### src/avr_pkg.sv
// ============================================================================
// avr_pkg: shared definitions for the vector rotation block
// Widths, fixed-point constants, axis codes, the arctangent table and the
// structures handed between the CORDIC cells and the output stage.
// ============================================================================
package avr_pkg;

    localparam int COORD_BITS    = 16;
    localparam int CORDIC_STAGES = 16;
    localparam int ANGLE_BITS    = 16;
    localparam int GUARD         = 12;

    // Rotation datapath: coordinate, guard bits, negation and CORDIC growth.
    localparam int DATA_W  = COORD_BITS + GUARD + 3;
    // Q5.30 angle accumulator, input angles reach about +-4 rad.
    localparam int ANG_W   = 35;
    localparam int ANG_SHIFT = 17;
    localparam int STAGE_W = 5;
    localparam int OUT_W   = COORD_BITS + 1;

    localparam int IN_TDATA_W  = ((3 * COORD_BITS + ANGLE_BITS + 7) / 8) * 8;
    localparam int OUT_TDATA_W = ((3 * OUT_W + 7) / 8) * 8;

    localparam int INV_GAIN = 652032874;
    localparam int INV_HI   = INV_GAIN / 32768;
    localparam int INV_LO   = INV_GAIN % 32768;
    localparam int PROD_W   = DATA_W + 16;
    localparam int SUM_W    = PROD_W + 1;
    localparam int LO_SHIFT = 15;
    localparam int RND_SHIFT = 15 + GUARD;

    localparam logic signed [ANG_W-1:0] PI_Q30      = ANG_W'(64'sd3373259426);
    localparam logic signed [ANG_W-1:0] HALF_PI_Q30 = ANG_W'(64'sd1686629713);

    localparam logic [1:0] MODE_X   = 2'd0;
    localparam logic [1:0] MODE_Y   = 2'd1;
    localparam logic [1:0] MODE_Z   = 2'd2;
    localparam logic [1:0] MODE_BAD = 2'd3;

    localparam logic [29:0] ATAN_TAB [32] = '{
        30'd843314857, 30'd497837829, 30'd263043836, 30'd133525159,
        30'd67021687,  30'd33543516,  30'd16775851,  30'd8388437,
        30'd4194283,   30'd2097149,   30'd1048576,   30'd524288,
        30'd262144,    30'd131072,    30'd65536,     30'd32768,
        30'd16384,     30'd8192,      30'd4096,      30'd2048,
        30'd1024,      30'd512,       30'd256,       30'd128,
        30'd64,        30'd32,        30'd16,        30'd8,
        30'd4,         30'd2,         30'd1,         30'd0
    };

    function automatic logic signed [ANG_W-1:0] atan_q30(input logic [STAGE_W-1:0] idx);
        atan_q30 = ANG_W'(ATAN_TAB[idx]);
    endfunction

    typedef struct packed {
        logic signed [DATA_W-1:0]     p;
        logic signed [DATA_W-1:0]     q;
        logic signed [ANG_W-1:0]      ang;
        logic [1:0]                   mode;
        logic signed [COORD_BITS-1:0] pass;
    } t_cell_data;

    typedef struct packed {
        logic signed [OUT_W-1:0] rot_x;
        logic signed [OUT_W-1:0] rot_y;
        logic signed [OUT_W-1:0] rot_z;
        logic                    bad_axis;
    } t_result;

endpackage

### src/avr_finish.sv
// ============================================================================
// avr_finish: gain compensation, rounding, saturation and axis routing
// Two pipeline steps: the split gain products, then sum, round, clamp and
// placement of the rotated pair and the passed coordinate.
// ============================================================================
module avr_finish (
    input  logic                i_clk,
    input  logic                i_rst_n,
    input  logic                i_en,
    input  logic                i_valid,
    input  avr_pkg::t_cell_data i_data,
    output logic                o_valid,
    output avr_pkg::t_result    o_result
);
    import avr_pkg::*;

    localparam logic signed [15:0] HI_C = 16'(INV_HI);
    localparam logic signed [15:0] LO_C = 16'(INV_LO);

    logic                     r_valid_a;
    logic signed [PROD_W-1:0] r_hi_a, r_lo_a, r_hi_b, r_lo_b;
    logic [1:0]               r_mode;
    logic signed [COORD_BITS-1:0] r_pass;

    logic      r_valid;
    t_result   r_result;
    t_result   n_result;
    logic signed [OUT_W-1:0] res_a, res_b, pass_ext;

    function automatic logic signed [OUT_W-1:0] round_sat(
        input logic signed [PROD_W-1:0] hi,
        input logic signed [PROD_W-1:0] lo
    );
        logic signed [SUM_W-1:0] t;
        logic signed [SUM_W-1:0] r;
        logic signed [SUM_W-1:0] lim_hi;
        logic signed [SUM_W-1:0] lim_lo;
        t = SUM_W'(hi) + SUM_W'(lo >>> LO_SHIFT);
        r = (t + (SUM_W'(1) <<< (RND_SHIFT - 1))) >>> RND_SHIFT;
        lim_hi = (SUM_W'(1) <<< COORD_BITS) - SUM_W'(1);
        lim_lo = -(SUM_W'(1) <<< COORD_BITS);
        if (r > lim_hi) begin
            r = lim_hi;
        end else if (r < lim_lo) begin
            r = lim_lo;
        end
        round_sat = r[OUT_W-1:0];
    endfunction

    always_ff @(posedge i_clk) begin
        if (!i_rst_n) begin
            r_valid_a <= 1'b0;
            r_valid   <= 1'b0;
        end else if (i_en) begin
            r_valid_a <= i_valid;
            r_valid   <= r_valid_a;
        end
    end

    always_ff @(posedge i_clk) begin
        if (i_en) begin
            r_hi_a <= PROD_W'(i_data.p) * PROD_W'(HI_C);
            r_lo_a <= PROD_W'(i_data.p) * PROD_W'(LO_C);
            r_hi_b <= PROD_W'(i_data.q) * PROD_W'(HI_C);
            r_lo_b <= PROD_W'(i_data.q) * PROD_W'(LO_C);
            r_mode <= i_data.mode;
            r_pass <= i_data.pass;
        end
    end

    always_comb begin
        res_a    = round_sat(r_hi_a, r_lo_a);
        res_b    = round_sat(r_hi_b, r_lo_b);
        pass_ext = OUT_W'(r_pass);
        n_result = '0;
        case (r_mode)
            MODE_X: begin
                n_result.rot_x = pass_ext;
                n_result.rot_y = res_a;
                n_result.rot_z = res_b;
            end
            MODE_Y: begin
                n_result.rot_y = pass_ext;
                n_result.rot_z = res_a;
                n_result.rot_x = res_b;
            end
            MODE_Z: begin
                n_result.rot_z = pass_ext;
                n_result.rot_x = res_a;
                n_result.rot_y = res_b;
            end
            default: begin
                n_result.bad_axis = 1'b1;
            end
        endcase
    end

    always_ff @(posedge i_clk) begin
        if (i_en) begin
            r_result <= n_result;
        end
    end

    assign o_valid  = r_valid;
    assign o_result = r_result;

endmodule

### config.mk
export PLATFORM = sky130hd
export DESIGN_NAME = avr_finish
export DESIGN_NICKNAME = d
export VERILOG_FILES = /design/src/avr_pkg.sv /design/src/avr_finish.sv
export SDC_FILE = /design/constraint.sdc
export NUM_CORES = 2
export LEC_CHECK = 0
export ABC_AREA = 0
export BUFFER_PORTS_ARGS = -buffer_cell sky130_fd_sc_hd__buf_4
export CAP_MARGIN = 15
export CORE_MARGIN = 4
export CORE_UTILIZATION = 57
export CTS_BUF_LIST = sky130_fd_sc_hd__clkbuf_8
export DETAILED_ROUTE_END_ITERATION = 12
export GPL_TIMING_DRIVEN = 0
export PLACE_DENSITY = 0.83
export SYNTH_ARGS = -nofsm -noshare
export SYNTH_HDL_FRONTEND = slang
export SYNTH_SLANG_ARGS = --single-unit
### constraint.sdc
create_clock -name i_clk -period 8.1 [get_ports i_clk]
set_clock_uncertainty 0.2 [all_clocks]
set_input_delay 0.405 -clock i_clk [delete_from_list [all_inputs] [get_ports i_clk]]
set_output_delay 0.405 -clock i_clk [all_outputs]
set_load 0.01 [all_outputs]
# Yosys cells after proc, flatten, opt, wreduce, memory -nomap -nowiden
# Cells that the tools add are included.
# totals
in_bits,119
regBits,254
out_inout_bits,53
elab_cells,34
# op_classes
n_eq_ne,2
order_cmp,4
multipliers,4
add_sub_neg,4
muxes,6
n_reduce_logical,2
# ops
op,n
case mux 51 bit (3 select lines),1
adder 47 x 31 -> 48 bit,2
"adder 48 x 28 -> 48 bit, second input constant",2
"multiplier 31 x 15 -> 46 bit, second input constant",2
"multiplier 31 x 14 -> 45 bit, second input constant",2
two-way mux 17 bit,4
"greater-than comparator 21 x 17 -> 1 bit, second input constant",2
"less-than comparator 21 x 17 -> 1 bit, second input constant",2
OR reduction 3 bit,1
"== test 2 x 1 -> 1 bit, second input constant",1
"== test 2 bit, second input constant",1
zero test 2 bit,1
two-way mux 1 bit,1

# Logic depth before layout (Yosys ltp)
# logic_depth
word_depth,6
ltp_mapped,24
depth_no_buf,24

# Least setup slack after synthesis
# OpenSTA, ideal clock, no wires.
# synth_timing
kind,input port to flip-flop
from,in i_data[93] in the netlist's numbering
to,"reg r_hi_a[43], data pin"
arrival_ps,5813
stages,19
setup_slack_ps,1825
setup_ps,263
path_buffers,0
required_ps,7637
path_cell_list,ha_1 -> fa_1 -> inv_1 -> fa_1 -> fa_1 -> fa_1 -> fa_1 -> inv_1 -> ha_1 -> a2111oi_0 -> o21ai_0 -> a311oi_2 -> a311oi_1 -> o31ai_1 -> o21ai_1 -> a31oi_1 -> o211a_1 -> nor2_1 -> xor2_1
# synth_between
elab_chain_cells,1
# synth_rtl
item,line_no,text
"start, declared",avr_finish.sv:11,"input avr_pkg::t_cell_data i_data,"
multiplier 31 x 15 -> 46 bit,avr_finish.sv:62,r_hi_a <= PROD_W'(i_data.p) * PROD_W'(HI_C);
"end signal, assigned",avr_finish.sv:62,
"end, declared",avr_finish.sv:21,"logic signed [PROD_W-1:0] r_hi_a, r_lo_a, r_hi_b, r_lo_b;"
# No other way between the ends.
# A chain may end at the register's enable or synchronous reset.

# Worst setup path after layout
# layout_timing
from,in i_data[85] in the netlist's numbering
to,reg r_lo_a[45] (netlist name)
# layout_between
elab_chain_cells,1
# layout_rtl
item,line_no,text
multiplier 31 x 14 -> 45 bit,avr_finish.sv:63,r_lo_a <= PROD_W'(i_data.p) * PROD_W'(LO_C);
# No other way between the ends.

==> flow_results.org <==
** Outcome
- The flow ran to the end, and the final reports show no timing, DRC or antenna violations.

** Worst setup path
- In this run the critical register-to-register path is captured at o_result[49].
- Setup slack on the worst reg-to-reg path comes out at 2.81 ns.
- Endpoint required time on the critical path :: 8.20 ns
- In this run the worst path has a maximum fanout of 8.
- Measured in cells, the most critical reg-to-reg path has a length of 14.
- Sort of element at the start of the critical path :: input pin
- Startpoint of the lowest-slack register-to-register path :: r_lo_a[45]
- The worst setup path is captured at a flip-flop.
- The critical path starts at i_data[85].
- Data arrives at the worst endpoint at 7.68 ns.
- Category of the most critical setup path :: input pin to flip-flop

** Hold path
- Worst Min Path Start :: i_en
- Counting instances, the worst hold path has a depth of 1.
- Worst-case hold path end point :: r_hi_a[4]
- The min-delay analysis places its worst path in the category input pin to flip-flop.

** Logic synthesis
- Net count after synthesis :: 6,275
- Synthesized flop and latch total :: 224
- Among all flip-flop cells after synthesis, the most frequent one is edfxtp_1.
- Counting flops with an async set or reset pin after synthesis yields a share of 0%.
- For this run, the number of Yosys warnings is 0.
- Synthesis produced a netlist whose cell count is 4,658.
- Post-synth EDFFs :: 222
- Mapped Avg Cell Area :: 9.89 um2
- Portion of the post-synthesis area used by sequential elements :: 14.6%
- The cell area that synthesis handed to floorplanning was 46,100 um2.
- Number of unique standard cell types used by synthesis :: 81

** Clocking
- Setup bufs post-CTS :: 0
- Clock Root Buffer :: clkbuf_8
- For this design, the CTS-stage hold fixing added 24 buffers.
- Maximum count of clock buffers along a single path :: 3
- The clock net in this run drives a total of 224 sinks.
- The H-tree was split into 2 levels.
- The number of gates resized after CTS was 0.
- CTS tree :: built
- Clock-pin slew was measured on the worst setup and hold paths at 0.07 ns.
- TritonCTS created 37 clock buffers.
- For the worst-skew pair, the clock arrives at the later sink with an insertion delay of 0.56 ns.

** Placed design
- Input and output buffers added on the ports amount to 136.
- The congestion estimate from routability-driven global placement came to 0.958.
- Half-perimeter wire length after detailed placement :: 94,500 um
- OpenSTA, run right after detailed placement, puts the worst setup slack at 0.573 ns.

** Floorplanning
- From bottom edge to top edge, the die measures 292 um.
- For this configuration, the core starts out at a cell density of 57.4%.
- Total core area :: 80,300 um2
- In this run the count of I/O pins placed on the die edge is 172.
- Site Rows :: 104
- Die Area :: 85,500 um2
- Measured along the x axis, the die boundary spans 292 um.

** Global routing
- Global routing finished with a remaining overflow of 0.
- Largest net degree at the start of global routing :: 121
- Across every metal layer, demand over resource in global routing totals 26.1%.
- Vias in the first global route :: 35,600
- The initial antenna violation count is 1.
- The first global-routing pass estimated 180,000 um of wire.

** Timing
- Max Transition Viols Final :: 0
- For the finished layout, the period the worst path requires is 7.58 ns.
- Setup violations remaining at the end of the flow were counted as 0.
- Period utilization :: 93.6%
- The final number of hold-violating endpoints is 0.
- Derived from the worst setup path, the maximum achievable clock frequency is 0.132 GHz.
- Least setup slack across all paths after layout :: 0.521 ns
- At the pin with the least slew margin, the transition time is 0.936 ns.
- Measured against its own limit, the worst slew margin works out to 37.6%.
- Adding up every negative setup slack in the final design gives 0 ns.
- Unrepaired setup endpoints after global routing :: no

** Cells and area
- Net count, final :: 6,477
- In the final layout, the share of cells above drive strength 1 is 4.75%.
- Inserted Diodes :: 0
- Number of fillers in the final layout :: 6,317
- Synth-to-layout area growth :: 7.27%

** Route
- Detailed router's first-iteration violation count :: 2,264
- Number of vias in the routed layout :: 33,400
- Remaining antenna violation count after routing :: 0
- Drt first pass iters :: 6
- After detailed routing, the average wire length per cell comes to 18.3 um.
- For this run, design rule violations remaining after detail routing come to 0.
- Routed Wire Length :: 109,000 um
- Ratio of routed vias to standard cells :: 5.61

** Job
- Number of maximum-capacitance constraint violations :: 0
## worst max-delay path, cell delays in order
cell and delay (ns):
dlygate4sd3_1 0.54, buf_4 0.19, ha_1 0.32, fa_1 0.57
inv_1 0.06, fa_1 0.54, inv_1 0.05, fa_1 0.45
fa_1 0.50, inv_1 0.05, fa_1 0.48, inv_1 0.04
ha_1 0.30, a2111oi_0 0.36, o21ai_0 0.14, o21ai_0 0.37
a211oi_1 0.14, o21ai_0 0.58, a211oi_1 0.27, o211ai_1 0.48
a2111oi_0 0.25, or2_2 0.34, a21oi_1 0.18, xnor2_1 0.07
## area by class of cell
| cell class | count | area, um2 | area share (%) |
|---|---|---|---|
| multi-input cells | 3026 | 34100 | 68.9 |
| flip-flops and latches | 224 | 6710 | 13.6 |
| inverters | 1367 | 5130 | 10.4 |
| repair buffers | 163 | 1350 | 2.73 |
| well taps | 1060 | 1330 | 2.68 |
| clock buffers | 38 | 523 | 1.06 |
| plain buffers | 41 | 171 | 0.347 |
| clock inverters | 26 | 149 | 0.301 |
## layout by cell type, fill, tap and decap left out, types with 36 or more instances in the layout
cell / Yosys / routed
nor2b_1: 39 / 39
edfxtp_1: 222 / 222
nor3_1: 36 / 36
xor2_1: 97 / 97
o21ai_0: 151 / 151
nand3_1: 42 / 42
nand4_1: 37 / 37
a21oi_1: 236 / 236
ha_1: 741 / 741
inv_1: 1367 / 1378
buf_4: 0 / 135
xnor2_1: 118 / 118
clkbuf_8: 0 / 38
a21o_1: 93 / 93
nand2_1: 135 / 135
nor2_1: 129 / 129
fa_1: 757 / 757
## cell families (layout without fill, tap and decap cells)
logic type      Yosys count  in the layout  synth area share [%]
compound gates          773            773                  10.9
xor+xnor                215            215                  4.09
fa+ha+maj              1498           1498                  53.0
mux                      16             16                 0.350
simple gates            524            524                  5.58
buf+inv                1408           1635                  11.5
flops                   224            224                  14.6
## cell usage after synthesis (11+ instances only)
cell | instances | area share [%]
nor2b_1 | 39 | 0.53
inv_1 | 1367 | 11
o21ai_1 | 12 | 0.13
fa_1 | 757 | 33
a21oi_1 | 236 | 2.6
clkbuf_1 | 35 | 0.29
a22oi_1 | 35 | 0.57
nand3_1 | 42 | 0.46
edfxtp_1 | 222 | 14
and3_1 | 21 | 0.29
nor2_1 | 129 | 1.1
xor2_1 | 97 | 1.8
a21o_1 | 93 | 1.5
o211ai_1 | 20 | 0.33
ha_1 | 741 | 20
nand4_1 | 37 | 0.50
nand2b_1 | 23 | 0.31
o21ai_0 | 151 | 1.6
o21a_1 | 28 | 0.46
nand2_1 | 135 | 1.1
o21bai_1 | 27 | 0.44
xnor2_1 | 118 | 2.2
a31oi_1 | 23 | 0.31
nor3_1 | 36 | 0.39
a211oi_1 | 20 | 0.33
or2_2 | 11 | 0.15
and2_1 | 14 | 0.19
mux2i_1 | 15 | 0.33
o22ai_1 | 19 | 0.26
## through the flow
stage	instances	area [um2]	hold slack (ns)	util, %
2_1_floorplan	4658	46100	0.282	-
3_3_place_gp	5854	48400	0.300	60.3
3_5_place_dp	5857	48500	0.311	60.4
4_1_cts	5945	49400	0.194	61.6
5_1_grt	5945	49400	0.208	61.6
6_report	5945	49400	0.224	61.6
## how the worst max path moves through the flow
stage / endpoint / slack, ns
floorplan: r_hi_a[43] / 1.82
global placement: r_hi_b[45] / 0.62
detailed placement: r_hi_b[45] / 0.57
CTS: r_lo_a[45] / 0.64
global route: r_lo_a[45] / 0.18
finish: r_lo_a[45] / 0.52
## metal layers
layer | global-route usage [%] | part of all wire (%)
met2 | 44.0 | 48
met5 | 0 | 0.012
met1 | 35.8 | 42
met4 | 6.38 | 2.7
met3 | 4.00 | 7.0
## sequential cells by signal, summed over array words and instances (netlist names)
name,cells
o_result,52
r_hi_a,43
r_hi_b,43
r_lo_a,33
r_lo_b,33
r_pass,16
r_mode,2
o_valid,1
r_valid_a,1
Power is not shown: default switching activity piles up to over one toggle a cycle in this logic, so the estimate is an artifact.
