## src/avr_pkg.sv

```systemverilog
// ============================================================================
// avr_pkg: shared definitions for the vector rotation block
// Widths, fixed-point constants, axis codes, the arctangent table and the
// structures handed between the CORDIC cells and the output stage.
// ============================================================================
package avr_pkg;

    localparam int COORD_BITS    = 16;
    localparam int CORDIC_STAGES = 16;
    localparam int ANGLE_BITS    = 16;
    localparam int GUARD         = 12;

    // Rotation datapath: coordinate, guard bits, negation and CORDIC growth.
    localparam int DATA_W  = COORD_BITS + GUARD + 3;
    // Q5.30 angle accumulator, input angles reach about +-4 rad.
    localparam int ANG_W   = 35;
    localparam int ANG_SHIFT = 17;
    localparam int STAGE_W = 5;
    localparam int OUT_W   = COORD_BITS + 1;

    localparam int IN_TDATA_W  = ((3 * COORD_BITS + ANGLE_BITS + 7) / 8) * 8;
    localparam int OUT_TDATA_W = ((3 * OUT_W + 7) / 8) * 8;

    localparam int INV_GAIN = 652032874;
    localparam int INV_HI   = INV_GAIN / 32768;
    localparam int INV_LO   = INV_GAIN % 32768;
    localparam int PROD_W   = DATA_W + 16;
    localparam int SUM_W    = PROD_W + 1;
    localparam int LO_SHIFT = 15;
    localparam int RND_SHIFT = 15 + GUARD;

    localparam logic signed [ANG_W-1:0] PI_Q30      = ANG_W'(64'sd3373259426);
    localparam logic signed [ANG_W-1:0] HALF_PI_Q30 = ANG_W'(64'sd1686629713);

    localparam logic [1:0] MODE_X   = 2'd0;
    localparam logic [1:0] MODE_Y   = 2'd1;
    localparam logic [1:0] MODE_Z   = 2'd2;
    localparam logic [1:0] MODE_BAD = 2'd3;

    localparam logic [29:0] ATAN_TAB [32] = '{
        30'd843314857, 30'd497837829, 30'd263043836, 30'd133525159,
        30'd67021687,  30'd33543516,  30'd16775851,  30'd8388437,
        30'd4194283,   30'd2097149,   30'd1048576,   30'd524288,
        30'd262144,    30'd131072,    30'd65536,     30'd32768,
        30'd16384,     30'd8192,      30'd4096,      30'd2048,
        30'd1024,      30'd512,       30'd256,       30'd128,
        30'd64,        30'd32,        30'd16,        30'd8,
        30'd4,         30'd2,         30'd1,         30'd0
    };

    function automatic logic signed [ANG_W-1:0] atan_q30(input logic [STAGE_W-1:0] idx);
        atan_q30 = ANG_W'(ATAN_TAB[idx]);
    endfunction

    typedef struct packed {
        logic signed [DATA_W-1:0]     p;
        logic signed [DATA_W-1:0]     q;
        logic signed [ANG_W-1:0]      ang;
        logic [1:0]                   mode;
        logic signed [COORD_BITS-1:0] pass;
    } t_cell_data;

    typedef struct packed {
        logic signed [OUT_W-1:0] rot_x;
        logic signed [OUT_W-1:0] rot_y;
        logic signed [OUT_W-1:0] rot_z;
        logic                    bad_axis;
    } t_result;

endpackage

```

## src/avr_cordic_cell.sv

```systemverilog
// ============================================================================
// avr_cordic_cell: one CORDIC micro-rotation
// Rotates the pair toward zero residual angle by atan(2^-i) and registers
// the pair, the residual angle and the sideband for the next cell.
// ============================================================================
module avr_cordic_cell (
    input  logic                  i_clk,
    input  logic                  i_rst_n,
    input  logic                  i_en,
    input  logic [avr_pkg::STAGE_W-1:0] i_stage,
    input  logic                  i_valid,
    input  avr_pkg::t_cell_data   i_data,
    output logic                  o_valid,
    output avr_pkg::t_cell_data   o_data
);
    import avr_pkg::*;

    logic        r_valid;
    t_cell_data  r_data;
    t_cell_data  n_data;
    logic signed [DATA_W-1:0] dp;
    logic signed [DATA_W-1:0] dq;
    logic signed [ANG_W-1:0]  da;

    always_comb begin
        dp = i_data.q >>> i_stage;
        dq = i_data.p >>> i_stage;
        da = atan_q30(i_stage);
        n_data = i_data;
        if (!i_data.ang[ANG_W-1]) begin
            n_data.p   = i_data.p - dp;
            n_data.q   = i_data.q + dq;
            n_data.ang = i_data.ang - da;
        end else begin
            n_data.p   = i_data.p + dp;
            n_data.q   = i_data.q - dq;
            n_data.ang = i_data.ang + da;
        end
    end

    always_ff @(posedge i_clk) begin
        if (!i_rst_n) begin
            r_valid <= 1'b0;
        end else if (i_en) begin
            r_valid <= i_valid;
        end
    end

    always_ff @(posedge i_clk) begin
        if (i_en) begin
            r_data <= n_data;
        end
    end

    assign o_valid = r_valid;
    assign o_data  = r_data;

endmodule

```

## config.mk

```make
export PLATFORM = sky130hd
export DESIGN_NAME = avr_cordic_cell
export DESIGN_NICKNAME = d
export VERILOG_FILES = /design/src/avr_pkg.sv /design/src/avr_cordic_cell.sv
export SDC_FILE = /design/constraint.sdc
export NUM_CORES = 1
export LEC_CHECK = 0
export BUFFER_PORTS_ARGS = -buffer_cell sky130_fd_sc_hd__buf_4
export CORE_UTILIZATION = 35
export DETAILED_ROUTE_END_ITERATION = 6
export PLACE_DENSITY_LB_ADDON = 0.25
export SLEW_MARGIN = 20
export SYNTH_ARGS = -nofsm -noshare
export SYNTH_HDL_FRONTEND = slang
export SYNTH_SLANG_ARGS = --single-unit
```

## constraint.sdc

```tcl
create_clock -name i_clk -period 7.86 [get_ports i_clk]
set_clock_uncertainty 0.2 [all_clocks]
set_input_delay 1.572 -clock i_clk [delete_from_list [all_inputs] [get_ports i_clk]]
set_output_delay 1.572 -clock i_clk [all_outputs]
set_load 0.02 [all_outputs]
```

# Word-level counts from Yosys, hierarchy flattened
# Memory sizes are Yosys's and may differ from the RTL's.
# Index checks and enable logic that the tools add are counted.
# op_classes
bitwise_logic	1
shift	2
muxes	3
order_cmp	1
n_addsub	6
# ops
cell	n
$mux W97	1
$add A31 B31 Y31	2
$sshr A31 B5 Y31	2
$sub A31 B31 Y31	2
$mux W30	2
$add A35 B31 Y35	1
$sub A35 B31 Y35	1
$ge A6 B6 Y1 const B	1
$not A5 Y6	1
# totals
word_cells	20
out_inout_bits	116
rom_bits	960
input_bits	124
reg_bits	116
n_memories	1
# mem_list
name	words	word_bits	read_ports	rd_ports_with_merged_regs	write_ports	line	rtl
(name not given)	32	30	1	0	0	avr_pkg.sv:52	atan_q30 = ANG_W'(ATAN_TAB[idx]);

# Longest topological paths before layout
# Gate-level depths: netlist of the first run.
# depth
word_depth	6
ltp_mapped	28
depth_no_buf	23

# Worst setup path after synthesis of the first run
# No wires, ideal clock.
# synth_timing
kind	input -> register
from	input i_stage[0] (netlist bit)
to	register r_data, in the netlist o_data[82] (data pin)
stages	27
setup_ps	262
arrival_ps	7631
slack_ps	-234
required_ps	7398
path_buffers	6
path_cell_list	buf_6 > buf_12 > buf_6 > buf_2 > buf_2 > mux4_2 > o22ai_1 > a31oi_1 > mux2_2 > inv_1 > ha_1 > or4b_2 > nor4_2 > and4_1 > a21oi_1 > xnor2_1 > ha_1 > clkbuf_1 > a211o_1 > a2111oi_0 > o21bai_1 > a2bb2oi_1 > o2111ai_1 > a2111o_1 > a31oi_1 > o21bai_1 > xor2_1
# synth_rtl
element	line	rtl
start: declaration	avr_cordic_cell.sv:10	input logic [avr_pkg::STAGE_W-1:0] i_stage,
end signal: assignment	avr_cordic_cell.sv:51	r_data <= n_data;
end: declaration	avr_cordic_cell.sv:19	t_cell_data r_data;

==> run metrics, run 1 <==
outcome=complete, no violations; worst slew pin tran=0.886 ns; largest net degree at the start of global routing=67; Initial Utilization=35.8%; via count=14700; Die Wd=210 um; Synth Register Bits=116; final hold violations=0; number of flops mapped to enable cells by yosys=115; num rows=75; clock root buffer=clkbuf_16; Cell Area, Synth=0.0152 mm2; share of post-route cells with drive strength above 1=27.2%; Area Growth Syn to Fin=24.3%; Setup Crit Path Kind=in2reg; final core utilization=44.5%; final setup fails=0; Post-Syn Instances=1648; cell taking the most area after synthesis=edfxtp_1; Seq/Total Area, Yosys=22.9%; core area=0.0423 mm2; IO Pins=240; P per Cell Area=197 mW/mm2; RD Place Congestion=0.973; worst skew pair latency=0.46 ns; most common cell after layout, fill and taps aside=buf_4; Routed WL=58100 um; most frequent cells in the layout=buf_4 (368), a21oi_1 (156), nor2_1 (123), nand2_1 (117), xnor2_1 (117); post-CTS sizing=0; minimum clock period=7.42 ns; DRC viols=0; DP Wirelength=46400 um; setup_tns=0 ns; Antenna diodes=0; grt ovf=0; Clock Tree Buf Depth=2; worst hold path type=reg2reg; CTS tree=built; Clock Sinks=116; DRT Pass-1 Iters=6; post-synth top area share=22.8%; Startpoint Class=input pin; Final Net Count=2182; CP max FO=31; CTS Hold Bufs=0; IO Port Bufs=239; CTS buffer count=17; Peak VDD IR=0.000121 V; synth unique cells=98; remaining antenna violation count after routing=0; Max Cap Viol=0; CTS clk-pin slew, worst paths=0.06 ns; die height=210 um; H-tree depth=4; Final Max Slew Viols=0; period utilization=94.4%; leakage=0.00775 uW; Critical Path RT=7.88 ns; Syn Area/Cell=9.19 um2; synth top area cells=edfxtp_1 (23%), ha_1 (8.8%), mux4_2 (7.0%), xnor2_1 (6.8%), a21oi_1 (5.2%); vias in the first global route=14500; top_reg_cell synth=edfxtp_1; Iter 0 DRT Violations=1126; async set-or-reset flop fraction in the synthesized netlist=0%; drt via density=5.81; first-pass GRT wire length=87000 um; setup bufs post-CTS=0; Die ar.=0.0441 mm2; fmax=0.135 GHz; All-Layer GR Usage=26.1%; Crit. End Element=flop; Crit path arrival time=7.43 ns; RSZ-0062 raised after global routing=false; Slew headroom=40.9%; Warnings, synthesis=0; Synthesized Nets=1881; WL per Instance=22.9 um; initial antenna violation count=0
==> cells in the mapped netlist, types with 24 or more instances <==
library cell	count
mux2_2	47
ha_1	106
nor2_1	123
mux2i_1	55
a21o_1	34
xor2_1	55
o21ai_0	85
nor3_1	25
nand2b_1	25
nand3_1	34
clkbuf_1	34
mux4_2	47
o21a_1	24
buf_2	29
a21oi_1	156
inv_1	49
edfxtp_1	115
nand2_1	117
xnor2_1	117
==> report_power, final <==
group / internal (uW) / switching, uW / total, uW / leakage, uW
Sequential: 897 / 42.6 / 940 / 0.00113
Clock: 450 / 340 / 790 / 0.000285
Combinational: 868 / 1110 / 1980 / 0.00633
Total: 2210 / 1500 / 3710 / 0.00775
==> through the flow <==
step | hold WS, ns | power, uW | cells | setup WS (ns) | area [um2]
2_1_floorplan | 0.389 | 2200 | 1648 | 0.0354 | 15200
3_3_place_gp | 0.335 | 2910 | 2507 | 0.0541 | 18200
3_5_place_dp | 0.348 | 2920 | 2507 | -0.00940 | 18200
4_1_cts | 0.365 | 3740 | 2539 | 0.493 | 18800
5_1_grt | 0.403 | 3930 | 2539 | 0.0223 | 18800
6_report | 0.347 | 3710 | 2539 | 0.441 | 18800
==> logic make-up (layout without fill, tap and decap cells) <==
group,Yosys count,after routing,share of synthesized area [%]
AO/OA/AOI/OAI,506,506,22.0
buffers and inverters,142,456,4.54
XOR/XNOR,172,172,9.94
adder cells (fa/ha/maj),109,109,9.15
AND/OR/NAND/NOR,436,436,14.3
multiplexers,167,167,17.2
flip-flops,116,116,22.9
==> metal layers <==
layer	vias up	GRT usage, %	wire [um]
met2	543	43.8	27700
met1	7153	33.1	24900
met3	97	4.41	3210
met5	-	0	0
met4	0	11.2	2200
li1	6954	-	-
==> sequential cells by signal, summed over array words and instances, names as in the netlist <==
name	cells
o_data	115
o_valid	1
==> cell type report <==
cell class,count,area (um2)
Clock inverter,15,163
Sequential cell,116,3470
Clock buffer,17,425
Timing Repair Buffer,372,2840
Fill cell,4106,23500
Inverter,52,195
Multi-Input combinational cell,1390,11000
Tap cell,577,722
==> worst max-delay path, stage by stage <==
cell	delay, ns
buf_4	0.15
buf_12	0.19
buf_4	0.23
nor2_1	0.48
mux2i_1	0.15
buf_4	0.19
a221oi_1	0.67
a221o_1	0.38
and4bb_2	0.28
nand4_1	0.12
inv_1	0.07
a31o_2	0.25
xor2_1	0.14
ha_1	0.29
and3_1	0.18
nand3_1	0.16
nor4_1	0.41
nor4_1	0.14
buf_4	0.16
o32a_1	0.35
o31ai_1	0.36
o41ai_1	0.14
o21ai_0	0.25
xnor2_1	0.09
==> final timing paths <==
| kind | startpoint | endpoint | slack [ns] | cells past startpoint |
|---|---|---|---|---|
| max | i_stage[0] | o_data[114] | 0.44 | 24 |
| min | o_valid | o_valid | 0.35 | 2 |
| max reg2reg | o_valid | o_valid | 7.04 | 2 |
| min reg2reg | o_valid | o_valid | 0.35 | 2 |
(Power assumes the default switching activity.)
==> run 2: changes to the inputs <==
BUFFER_PORTS_ARGS = unset   (was -buffer_cell sky130_fd_sc_hd__buf_4)
DONT_BUFFER_PORTS = 1   (was unset)
clock period = 7.4 ns   (was 7.86 ns; I/O delays follow)
==> run 2 against run 1 <==
Combinational power decreased by 27%. Highest routed layer unchanged. Critical endpoint is now o_data[83]. Die area unchanged. Sequential power grew 31%. Non-clock buffer count down 309.
==> run metrics, run 2 (synthesized netlist as in run 1, its figures left out) <==
core area=0.0423 mm2 (unchanged); All-Layer GR Usage=24.5% (-1.6 points); worst slew pin tran=0.826 ns (-0.0606 ns); via count=13500 (-8.2%); max FFs per register=115 (unchanged); WL per Instance=24.5 um (+7.2%); setup bufs post-CTS=0 (unchanged); Final Instance Area=0.0165 mm2 (-12%); Die Wd=210 um (unchanged); H-tree depth=4 (unchanged); Sequential cell area=0.00347 mm2 (unchanged); drt via density=6.07 (+4.5%); Antenna diodes=0 (unchanged); largest net degree at the start of global routing=117 (+75%); CTS Hold Bufs=0 (unchanged); Clock Tree Buf Depth=2 (unchanged); Final Max Slew Viols=0 (unchanged); final hold violations=0 (unchanged); Max stage delay on crit path=0.64 ns (-0.03 ns); Crit. End Element=flop; Final Net Count=1873 (-14%); Startpoint Class=input pin; final setup fails=0 (unchanged); period utilization=96.9%; most common cell after layout, fill and taps aside=a21oi_1; DRC viols=0 (unchanged); initial antenna violation count=0 (unchanged); Flop pwr share=35.0% (+9.7 points); DP Wirelength=41600 um (-10%); Logic pwr share=40.9% (-13 points); Pint=2090 uW (-5.7%); CTS buffer count=17 (unchanged); Setup Crit Path Kind=in2reg; Clock Sinks=116 (unchanged); crit-path cells=mux4_1 > a222oi_1 > mux2i_1 > mux2_2 > inv_1 > ha_1 > or4b_4 > nor4_4 > and4_1 > a21oi_1 > xnor2_1 > ha_1 > buf_4 > and4_1 > nand4_1 > a2111oi_0 > buf_4 > nor3_1 > o31ai_1 > a21o_1 > a21oi_1 > o21ai_0 > xnor2_1; cells on worst reg2reg path=2 (unchanged); num rows=75 (unchanged); Iter 0 DRT Violations=1099 (-2.4%); fmax=0.139 GHz; RSZ-0062 raised after global routing=false; DRT Pass-1 Iters=5 (-1); final cell count without fillers=2230 (-12%); switch share=40.5% (+0.17 points); outcome=complete, no violations; Crit path arrival time=7.19 ns (-0.24 ns); Clock power frac=24.1% (+2.8 points); share of post-route cells with drive strength above 1=13.6% (-14 points); minimum clock period=7.17 ns; area post-placement=0.0159 mm2 (-13%); Slowest-stage cell, CP=mux4_1; most frequent cells in the layout=a21oi_1 (156), nor2_1 (123), nand2_1 (117), xnor2_1 (117), edfxtp_1 (115); worst skew pair latency=0.46 ns (about the same); RD Place Congestion=0.956 (-1.8%); first-pass GRT wire length=81600 um (-6.2%); post-CTS sizing=0 (unchanged); Area Growth Syn to Fin=8.77%; CP max FO=113 (+260%); vias in the first global route=13100 (-9.5%); worst hold path type=reg2reg; Max Cap Viol=0 (unchanged); placed cells=2198 (-12%); CP Buf/Inv Count=3 (-3); IO Port Bufs=0 (-100%); clock root buffer=clkbuf_16; grt ovf=0 (unchanged); leakage=0.00625 uW (-19%); fill cell count=4235 (+3.1%); CTS clk-pin slew, worst paths=0.07 ns (about the same); Levels on crit path=23 (-4.2%); Critical Path RT=7.42 ns (-0.46 ns); remaining antenna violation count after routing=0 (unchanged); Initial Utilization=35.8% (unchanged); Peak VDD IR=0.000125 V (+2.9%); delay-heaviest family, CP=compound AO/OA/AOI/OAI gates; Net Switching=1420 uW (-5.1%); CTS tree=built; Hold Path Depth=2 (unchanged); die height=210 um (unchanged); area occupied by multi-input gates=0.0110 mm2 (+0.15%); Routed WL=54700 um (-5.8%); Slew headroom=44.9% (+4.0 points); P per Cell Area=213 mW/mm2 (+8.0%); IO Pins=240 (unchanged); Reg2Reg Setup Slack=6.45 ns (-0.59 ns); Die ar.=0.0441 mm2 (unchanged)
run 2: changes by cell type in the layout (fill, tap and decap cells not counted), sizes merged:
cell,delta
buf,-309
run 2: metal layers:
layer | global-route usage [%] | part of all wire [%] | vias up
met4 | 9.31 | 3.3 | 0
met5 | 0 | 0 | -
li1 | - | - | 6327
met1 | 30.0 | 42 | 6592
met2 | 41.3 | 48 | 526
met3 | 6.12 | 7.0 | 91
run 2: metrics by stage:
stage               setup WS [ns]  util [%]  total power (uW)  hold WS [ns]  TNS, ns
global route               0.0962      38.9              3710         0.501        0
global placement          -0.0113      37.6              2650         0.438  -0.0113
finish                      0.227      38.9              3510         0.443        0
detailed placement        -0.0508      37.6              2660         0.444  -0.0508
CTS                         0.406      38.9              3530         0.448        0
floorplan                 -0.0902         -              2340         0.389  -0.0902
run 2: layout make-up:
| cell class | instances | share of cell area, % |
|---|---|---|
| clock buffer | 17 | 2.58 |
| clock inverter | 15 | 0.957 |
| inverter | 52 | 1.18 |
| multi-input combinational | 1390 | 66.9 |
| sequential | 116 | 21.1 |
| tap | 577 | 4.38 |
| timing repair buffer | 63 | 2.95 |
run 2: final timing paths:
kind,from,end
setup reg to reg,o_valid,o_valid
hold / removal,o_valid,o_valid
hold reg to reg,o_valid,o_valid
setup / recovery,i_stage[0],o_data[83]
run 2: power groups by stage:
stage | Combinational [uW] | Clock [uW] | Sequential [uW]
global route | 1570 | 893 | 1250
detailed placement | 1420 | 0 | 1250
global placement | 1410 | 0 | 1250
CTS | 1430 | 868 | 1230
floorplan | 1130 | 0 | 1220
finish | 1440 | 844 | 1230
run 2: worst min-delay path: stages (launching register included):
cell	delay (ns)
dfxtp_1	0.39
mux2i_1	0.16
nor2b_1	0.06
